--- src/hw/rtl/spq_pkg.sv ---
// ----------------------------------------------------------------------------
// spq_pkg: shared definitions for the sorted priority queue
// Field widths, request and status codes, and the controller command bundle.
// ----------------------------------------------------------------------------
package spq_pkg;

    localparam int PRIO_W = 3;
    localparam int TAG_W  = 16;
    localparam int STAT_W = 2;

    localparam int DEF_CAPACITY        = 16;
    localparam int DEF_PRIORITY_LEVELS = 7;

    localparam logic REQ_INSERT = 1'b0;
    localparam logic REQ_REMOVE = 1'b1;

    localparam logic [STAT_W-1:0] ST_OK    = 2'd0;
    localparam logic [STAT_W-1:0] ST_EMPTY = 2'd1;
    localparam logic [STAT_W-1:0] ST_FULL  = 2'd2;

    // Command from the controller to the datapath.
    typedef struct packed {
        logic exec;
    } spq_cmd_t;

endpackage

--- src/hw/rtl/sorted_priority_queue.sv ---
// ----------------------------------------------------------------------------
// sorted_priority_queue: bounded priority queue in ascending priority order
// Inserts go in front of the first entry of equal or higher priority value;
// removes take the head. One result beat is produced for every request.
// ----------------------------------------------------------------------------
// Latency: the result beat is on the ports in the cycle after the request is
// accepted, marked by done for exactly one cycle; the receiver cannot stall.
// Pacing: a new request is not accepted while busy; busy is high during the
// result cycle, set by the two-state request controller.
// Reset: rst_n (asynchronous, active low) empties the queue and clears the
// controller; stored slots and result registers are not reset.
module sorted_priority_queue
#(
    parameter int CAPACITY        = spq_pkg::DEF_CAPACITY,
    parameter int PRIORITY_LEVELS = spq_pkg::DEF_PRIORITY_LEVELS
)
(
    input  logic                       clk,
    input  logic                       rst_n,
    input  logic                       start,
    output logic                       busy,
    output logic                       done,
    input  logic                       req_type,
    input  logic [spq_pkg::PRIO_W-1:0] priority_req,
    input  logic [spq_pkg::TAG_W-1:0]  message_tag,
    output logic                       entry_valid,
    output logic [spq_pkg::PRIO_W-1:0] entry_priority,
    output logic [spq_pkg::TAG_W-1:0]  entry_tag,
    output logic [spq_pkg::STAT_W-1:0] status,
    output logic                       is_empty
);
    import spq_pkg::*;

    // The controller turns an accepted request into a one-cycle execute
    // command; the datapath updates the whole sorted array at that edge and
    // registers the result, which the controller then flags with done.
    spq_cmd_t cmd;

    spq_ctrl u_ctrl
    (
        .clk   (clk),
        .rst_n (rst_n),
        .start (start),
        .busy  (busy),
        .done  (done),
        .cmd   (cmd)
    );

    spq_datapath
    #(
        .CAPACITY        (CAPACITY),
        .PRIORITY_LEVELS (PRIORITY_LEVELS)
    )
    u_datapath
    (
        .clk            (clk),
        .rst_n          (rst_n),
        .cmd            (cmd),
        .req_type       (req_type),
        .priority_req   (priority_req),
        .message_tag    (message_tag),
        .entry_valid    (entry_valid),
        .entry_priority (entry_priority),
        .entry_tag      (entry_tag),
        .status         (status),
        .is_empty       (is_empty)
    );

    // Every accepted request yields its result beat in the next cycle.
    a_accept_gives_beat: assert property (@(posedge clk) disable iff (!rst_n)
        (start && !busy) |=> done)
        else $error("accepted request produced no result beat");

    // A result beat lasts a single cycle.
    a_single_beat: assert property (@(posedge clk) disable iff (!rst_n)
        done |=> !done)
        else $error("result beat held for more than one cycle");

    // A delivered entry always comes with ok status (entries come only from removals).
    a_valid_means_ok: assert property (@(posedge clk) disable iff (!rst_n)
        (done && entry_valid) |-> (status == ST_OK))
        else $error("entry delivered with error status");

    // A removal from an empty queue leaves it empty.
    a_empty_remove: assert property (@(posedge clk) disable iff (!rst_n)
        (done && status == ST_EMPTY) |-> (is_empty && !entry_valid))
        else $error("empty removal reported inconsistent state");

endmodule

--- src/hw/rtl/spq_ctrl.sv ---
// ----------------------------------------------------------------------------
// spq_ctrl: request controller
// Accepts a request, tells the datapath to execute it, then presents the
// result beat for one cycle while holding off the next request.
// ----------------------------------------------------------------------------
module spq_ctrl
(
    input  logic              clk,
    input  logic              rst_n,
    input  logic              start,
    output logic              busy,
    output logic              done,
    output spq_pkg::spq_cmd_t cmd
);
    import spq_pkg::*;

    localparam logic ST_IDLE = 1'b0;
    localparam logic ST_RESP = 1'b1;

    logic state_reg;
    logic state_next;

    always_comb
    begin
        state_next = state_reg;
        unique case (state_reg)
            ST_IDLE:
            begin
                if (start)
                begin
                    state_next = ST_RESP;
                end
            end
            ST_RESP:
            begin
                state_next = ST_IDLE;
            end
            default:
            begin
                state_next = ST_IDLE;
            end
        endcase
    end

    always_ff @(posedge clk or negedge rst_n)
    begin
        if (!rst_n)
        begin
            state_reg <= ST_IDLE;
        end
        else
        begin
            state_reg <= state_next;
        end
    end

    assign busy     = (state_reg == ST_RESP);
    assign done     = (state_reg == ST_RESP);
    assign cmd.exec = (state_reg == ST_IDLE) && start;

endmodule

--- src/hw/rtl/spq_datapath.sv ---
// ----------------------------------------------------------------------------
// spq_datapath: sorted shift-register array
// Every slot compares its priority with the incoming one and chooses to
// hold, take the new entry, or shift, all together in the same update.
// ----------------------------------------------------------------------------
module spq_datapath
#(
    parameter int CAPACITY        = spq_pkg::DEF_CAPACITY,
    parameter int PRIORITY_LEVELS = spq_pkg::DEF_PRIORITY_LEVELS
)
(
    input  logic                       clk,
    input  logic                       rst_n,
    input  spq_pkg::spq_cmd_t          cmd,
    input  logic                       req_type,
    input  logic [spq_pkg::PRIO_W-1:0] priority_req,
    input  logic [spq_pkg::TAG_W-1:0]  message_tag,
    output logic                       entry_valid,
    output logic [spq_pkg::PRIO_W-1:0] entry_priority,
    output logic [spq_pkg::TAG_W-1:0]  entry_tag,
    output logic [spq_pkg::STAT_W-1:0] status,
    output logic                       is_empty
);
    import spq_pkg::*;

    localparam int OCC_W = $clog2(CAPACITY + 1);

    logic [PRIO_W-1:0] prio_reg [CAPACITY];
    logic [TAG_W-1:0]  tag_reg  [CAPACITY];
    logic [PRIO_W-1:0] prio_next [CAPACITY];
    logic [TAG_W-1:0]  tag_next  [CAPACITY];
    logic [OCC_W-1:0]  occ_reg;
    logic [OCC_W-1:0]  occ_next;

    logic              full;
    logic              empty;
    logic [PRIO_W-1:0] prio_clamped;
    logic [CAPACITY-1:0] at_or_after;
    logic              do_insert;
    logic              do_remove;

    logic              valid_reg;
    logic [PRIO_W-1:0] eprio_reg;
    logic [TAG_W-1:0]  etag_reg;
    logic [STAT_W-1:0] status_reg;
    logic              empty_reg;

    logic              valid_next;
    logic [PRIO_W-1:0] eprio_next;
    logic [TAG_W-1:0]  etag_next;
    logic [STAT_W-1:0] status_next;

    assign full  = (occ_reg == OCC_W'(CAPACITY));
    assign empty = (occ_reg == '0);

    always_comb
    begin
        if (int'(priority_req) > PRIORITY_LEVELS - 1)
        begin
            prio_clamped = PRIO_W'(PRIORITY_LEVELS - 1);
        end
        else
        begin
            prio_clamped = priority_req;
        end
    end

    assign do_insert = cmd.exec && (req_type == REQ_INSERT) && !full;
    assign do_remove = cmd.exec && (req_type == REQ_REMOVE) && !empty;

    // The array is sorted, so the slots at or past the insert point form a
    // contiguous upper run; unused slots always belong to it.
    genvar gi;
    generate
        for (gi = 0; gi < CAPACITY; gi++)
        begin : g_slot
            assign at_or_after[gi] = (occ_reg <= OCC_W'(gi)) || (prio_reg[gi] >= prio_clamped);

            always_comb
            begin
                prio_next[gi] = prio_reg[gi];
                tag_next[gi]  = tag_reg[gi];
                if (do_insert && at_or_after[gi])
                begin
                    if (gi == 0 || !at_or_after[(gi == 0) ? 0 : gi - 1])
                    begin
                        prio_next[gi] = prio_clamped;
                        tag_next[gi]  = message_tag;
                    end
                    else
                    begin
                        prio_next[gi] = prio_reg[(gi == 0) ? 0 : gi - 1];
                        tag_next[gi]  = tag_reg[(gi == 0) ? 0 : gi - 1];
                    end
                end
                else if (do_remove && gi < CAPACITY - 1)
                begin
                    prio_next[gi] = prio_reg[(gi < CAPACITY - 1) ? gi + 1 : gi];
                    tag_next[gi]  = tag_reg[(gi < CAPACITY - 1) ? gi + 1 : gi];
                end
            end

            always_ff @(posedge clk)
            begin
                prio_reg[gi] <= prio_next[gi];
                tag_reg[gi]  <= tag_next[gi];
            end
        end
    endgenerate

    always_comb
    begin
        occ_next    = occ_reg;
        valid_next  = 1'b0;
        eprio_next  = '0;
        etag_next   = '0;
        status_next = ST_OK;
        if (req_type == REQ_INSERT)
        begin
            if (full)
            begin
                status_next = ST_FULL;
            end
            else
            begin
                occ_next = occ_reg + OCC_W'(1);
            end
        end
        else
        begin
            if (empty)
            begin
                status_next = ST_EMPTY;
            end
            else
            begin
                valid_next = 1'b1;
                eprio_next = prio_reg[0];
                etag_next  = tag_reg[0];
                occ_next   = occ_reg - OCC_W'(1);
            end
        end
    end

    always_ff @(posedge clk or negedge rst_n)
    begin
        if (!rst_n)
        begin
            occ_reg <= '0;
        end
        else if (cmd.exec)
        begin
            occ_reg <= occ_next;
        end
    end

    always_ff @(posedge clk)
    begin
        if (cmd.exec)
        begin
            valid_reg  <= valid_next;
            eprio_reg  <= eprio_next;
            etag_reg   <= etag_next;
            status_reg <= status_next;
            empty_reg  <= (occ_next == '0);
        end
    end

    assign entry_valid    = valid_reg;
    assign entry_priority = eprio_reg;
    assign entry_tag      = etag_reg;
    assign status         = status_reg;
    assign is_empty       = empty_reg;

endmodule

--- config.mk ---
export PLATFORM = sky130hd
export DESIGN_NAME = sorted_priority_queue
export DESIGN_NICKNAME = d
export VERILOG_FILES = /design/src/hw/rtl/spq_pkg.sv /design/src/hw/rtl/sorted_priority_queue.sv /design/src/hw/rtl/spq_ctrl.sv /design/src/hw/rtl/spq_datapath.sv
export SDC_FILE = /design/constraint.sdc
export NUM_CORES = 1
export LEC_CHECK = 0
export BUFFER_PORTS_ARGS = -buffer_cell sky130_fd_sc_hd__buf_4
export CAP_MARGIN = 25
export CORE_ASPECT_RATIO = 0.7
export CORE_UTILIZATION = 59
export DETAILED_ROUTE_END_ITERATION = 10
export PLACE_DENSITY = 0.87
export SETUP_SLACK_MARGIN = 0.4
export SYNTH_ARGS = -nofsm -noshare
export SYNTH_HDL_FRONTEND = slang
export SYNTH_SLANG_ARGS = --single-unit
--- constraint.sdc ---
create_clock -name clk -period 5.9 [get_ports clk]
set_input_delay 0.295 -clock clk [delete_from_list [all_inputs] [get_ports clk]]
set_output_delay 0.295 -clock clk [all_outputs]
set_load 0.01 [all_outputs]
==> impl_metrics.yaml <==
setup_path:
  cp.depth: 7
  worstReg2RegEnd: "u_datapath.tag_reg[0][73]"
  crit_arrival_ns: 4.45
  stage_delay_of_the_slowest_cell_on_the_critical_path_ns: 0.85
  worstPathRequired_ns: 6.10
  setup.reg_to_reg.worst_slack_ns: 1.65
  crit_path_max_fanout: 82
  critical_path.endpoint_type: "flip-flop"
  critical-path-top-delay-family: "simple AND/OR/NAND/NOR gates"
  r2r.worst_path.cells: 7
  timing.critical_path.cells: "inv_1 -> ha_1 -> and4bb_2 -> nor3_4 -> buf_4 -> and2_1 -> nand2b_1"
  critical_path.startpoint: "u_datapath.occ_reg[0]"
  critical-path-slowest-cell: "nand2b_1"
  worst_setup_path_endpoint: "u_datapath.tag_reg[0][73]"
  setup.worst_path.start_class: "flip-flop"
  critical_path_buf_inv_count: 2
  setup.worst_path.class: "reg2reg"
  rr_startpoint: "u_datapath.occ_reg[0]"
grt:
  grt.overflow.total: 0
  grt_pass1_wl_um: 75900
  via_count_of_the_first_global_routing_pass: 12400
  grt_usage_pct: 31.6
  antenna_found_initial: 0
  grt_max_degree: 121
sta:
  timing.hold.ws_ns: 0.0622
  timing.clock.skew_ns: 0.0130
  postLayoutSetupSlackWorst_ns: 1.65
  tightestPinTransition_ns: 1.02
  finalSetupViolCount: 0
  maxClockFrequency_ghz: 0.235
  slew_hr_pct: 31.7
  post-route-period-util_pct: 72.1
  maxSlewViolCount: 0
  fin_setup_tns_ns: 0
  timing.final.hold_violations: 0
  rsz0062_at_grt: "false"
  min_period_ns: 4.25
cts:
  cts.reportedPaths.clkPinSlew_ns: 0.06
  clockBufferDepth: 3
  clkSinkCount: 333
  cts_inserted_buffers: 31
  cts-hold-fix-buffers: 1
  clkLatencyLatePin_ns: 0.58
  tritoncts: "built"
  clk_root_buffer_cell: "clkbuf_16"
  cts_setup_buffers: 0
  post_cts_resized: 0
  h-tree-depth: 1
power:
  cellLeakagePower_nw: 7.95
  vdd.ir_drop.worst_mv: 0.333
  pwr_density_cell_nw_per_um2: 424
logic_synthesis:
  number_of_register_bits_inferred_by_synthesis: 333
  syn_area_um2: 18300
  number_of_enable_flip_flop_cells_after_synthesis: 327
  syn-instance-count: 1562
  net_count_after_synthesis: 1638
  netlist-cell-type-count: 46
  synth.avg_cell_area_um2: 11.7
  cell_taking_the_most_area_after_synthesis: "edfxtp_1"
  yosysSeqAreaShare_pct: 54.5
  ys_warn_count: 0
  synthFlopType: "edfxtp_1"
  synth.top_cell.area_share_pct: 53.7
  ys_top_cells_by_area: "edfxtp_1 54%, mux2i_1 15%, a21oi_1 14%"
  synthArstFlopShare_pct: 1.80
floorplan:
  die_extent_in_x_um: 212
  die_area_um2: 31700
  core.rowCount: 53
  floorplan.initialDensity_pct: 60.5
  die_y_um: 149
  io_pins: 48
  design.core.area_um2: 30200
place:
  place.port_buffers: 47
  placed_insts: 1896
  post-place-ws_ns: 1.62
  gp_congestion: 0.905
  hpwlAfterDp_um: 33400
finish:
  area_growth_pct: 7.72
  drive_above_1_share_pct: 10.5
  finalNonFillerCells: 1953
  mostFrequentLayoutCell: "a21oi_1"
  layout.core_utilization_pct: 65.2
  insertedDiodeCount: 0
  layout.cells.most_common_list: "504 x a21oi_1, 327 x edfxtp_1, 267 x mux2i_1"
  final_net_count: 1595
  largest_register_ffs: 256
routing:
  post_drt_wl_per_cell_um: 25.9
  detailedRoute.firstIterationViolations: 2273
  drt_wl_total_um: 50500
  antenna_violating_nets_post_route: 0
  dr_total_vias: 13600
  remaining_drc_errors: 0
  vias_per_cell: 6.96
  detail_route.first_pass.iterations: 6
job:
  maxCapViolCount: 0
run_status:
  run_status: "finished clean"
worst_hold_path:
  hp-class: "in2async"
how the worst min path moves through the flow:
stage / start / endpoint / slack (ns) / depth (start not counted)
global route: rst_n / u_ctrl.busy / 0.07 / 2
CTS: rst_n / u_datapath.occ_reg[0] / 0.04 / 2
floorplan: rst_n / u_ctrl.busy / -0.0006 / 0
detailed placement: rst_n / u_ctrl.busy / 0.11 / 1
global placement: rst_n / u_datapath.occ_reg[3] / 0.11 / 1
finish: rst_n / u_datapath.occ_reg[0] / 0.06 / 2
layer usage:
layer / share of wire [%] / global-route usage (%) / wire length (um) / vias up
li1: - / - / - / 5833
met1: 43 / 51.5 / 21800 / 6551
met2: 39 / 39.4 / 19500 / 1130
met3: 17 / 11.7 / 8390 / 82
met4: 1.5 / 5.43 / 777 / 0
met5: 0 / 0 / 0 / -
cells by family (layout without fill, tap and decap cells):
family	Yosys count	count (layout)	share of synthesized area (%)
muxes	303	303	16.8
xor gates and xnor gates	1	1	0.0479
and+or+nand+nor	101	101	3.31
DFF	333	333	54.5
adders and majority gates	53	53	3.63
AOI/OAI and AO/OA	594	594	17.0
buffers and inverters	177	156	4.69
worst register-to-register path, stage by stage, from the launching register on:
cell,delay [ns]
dfrtp_1,0.60
inv_1,0.13
ha_1,0.33
and4bb_2,0.31
nor3_4,0.18
buf_4,0.66
and2_1,0.81
nand2b_1,0.86
where the power goes:
| group | total, W | leakage (nW) | switching, W | internal, W |
|---|---|---|---|---|
| combinational | 0.00280 | 4.34 | 0.00174 | 0.00106 |
| clock | 0.00203 | 0.471 | 0.000894 | 0.00114 |
| sequential | 0.00353 | 3.14 | 0.000346 | 0.00319 |
through the flow:
stage,power [W],instance area (um^2)
floorplan,0.00559,18300
finish,0.00836,19700
detailed placement,0.00623,18700
global route,0.00867,19700
CTS,0.00825,19700
global placement,0.00612,18700
synthesized netlist by cell type, drive strengths merged, types with 11 or more instances:
library cell / count
a21o: 11
a21oi: 504
and2: 32
buf: 79
clkbuf: 69
edfxtp: 327
ha: 53
inv: 29
mux2: 36
mux2i: 267
nand2: 13
nand2b: 32
o21ai: 50
final cells by class:
| type | count | area (um^2) |
|---|---|---|
| clock buffer | 40 | 810 |
| clock inverter | 15 | 176 |
| fill | 2219 | 10500 |
| inverter | 29 | 109 |
| multi-input combinational | 1052 | 7550 |
| sequential | 333 | 9970 |
| tap | 412 | 515 |
| timing repair buffer | 72 | 576 |
Note: power is estimated with default switching activity, not from simulation.
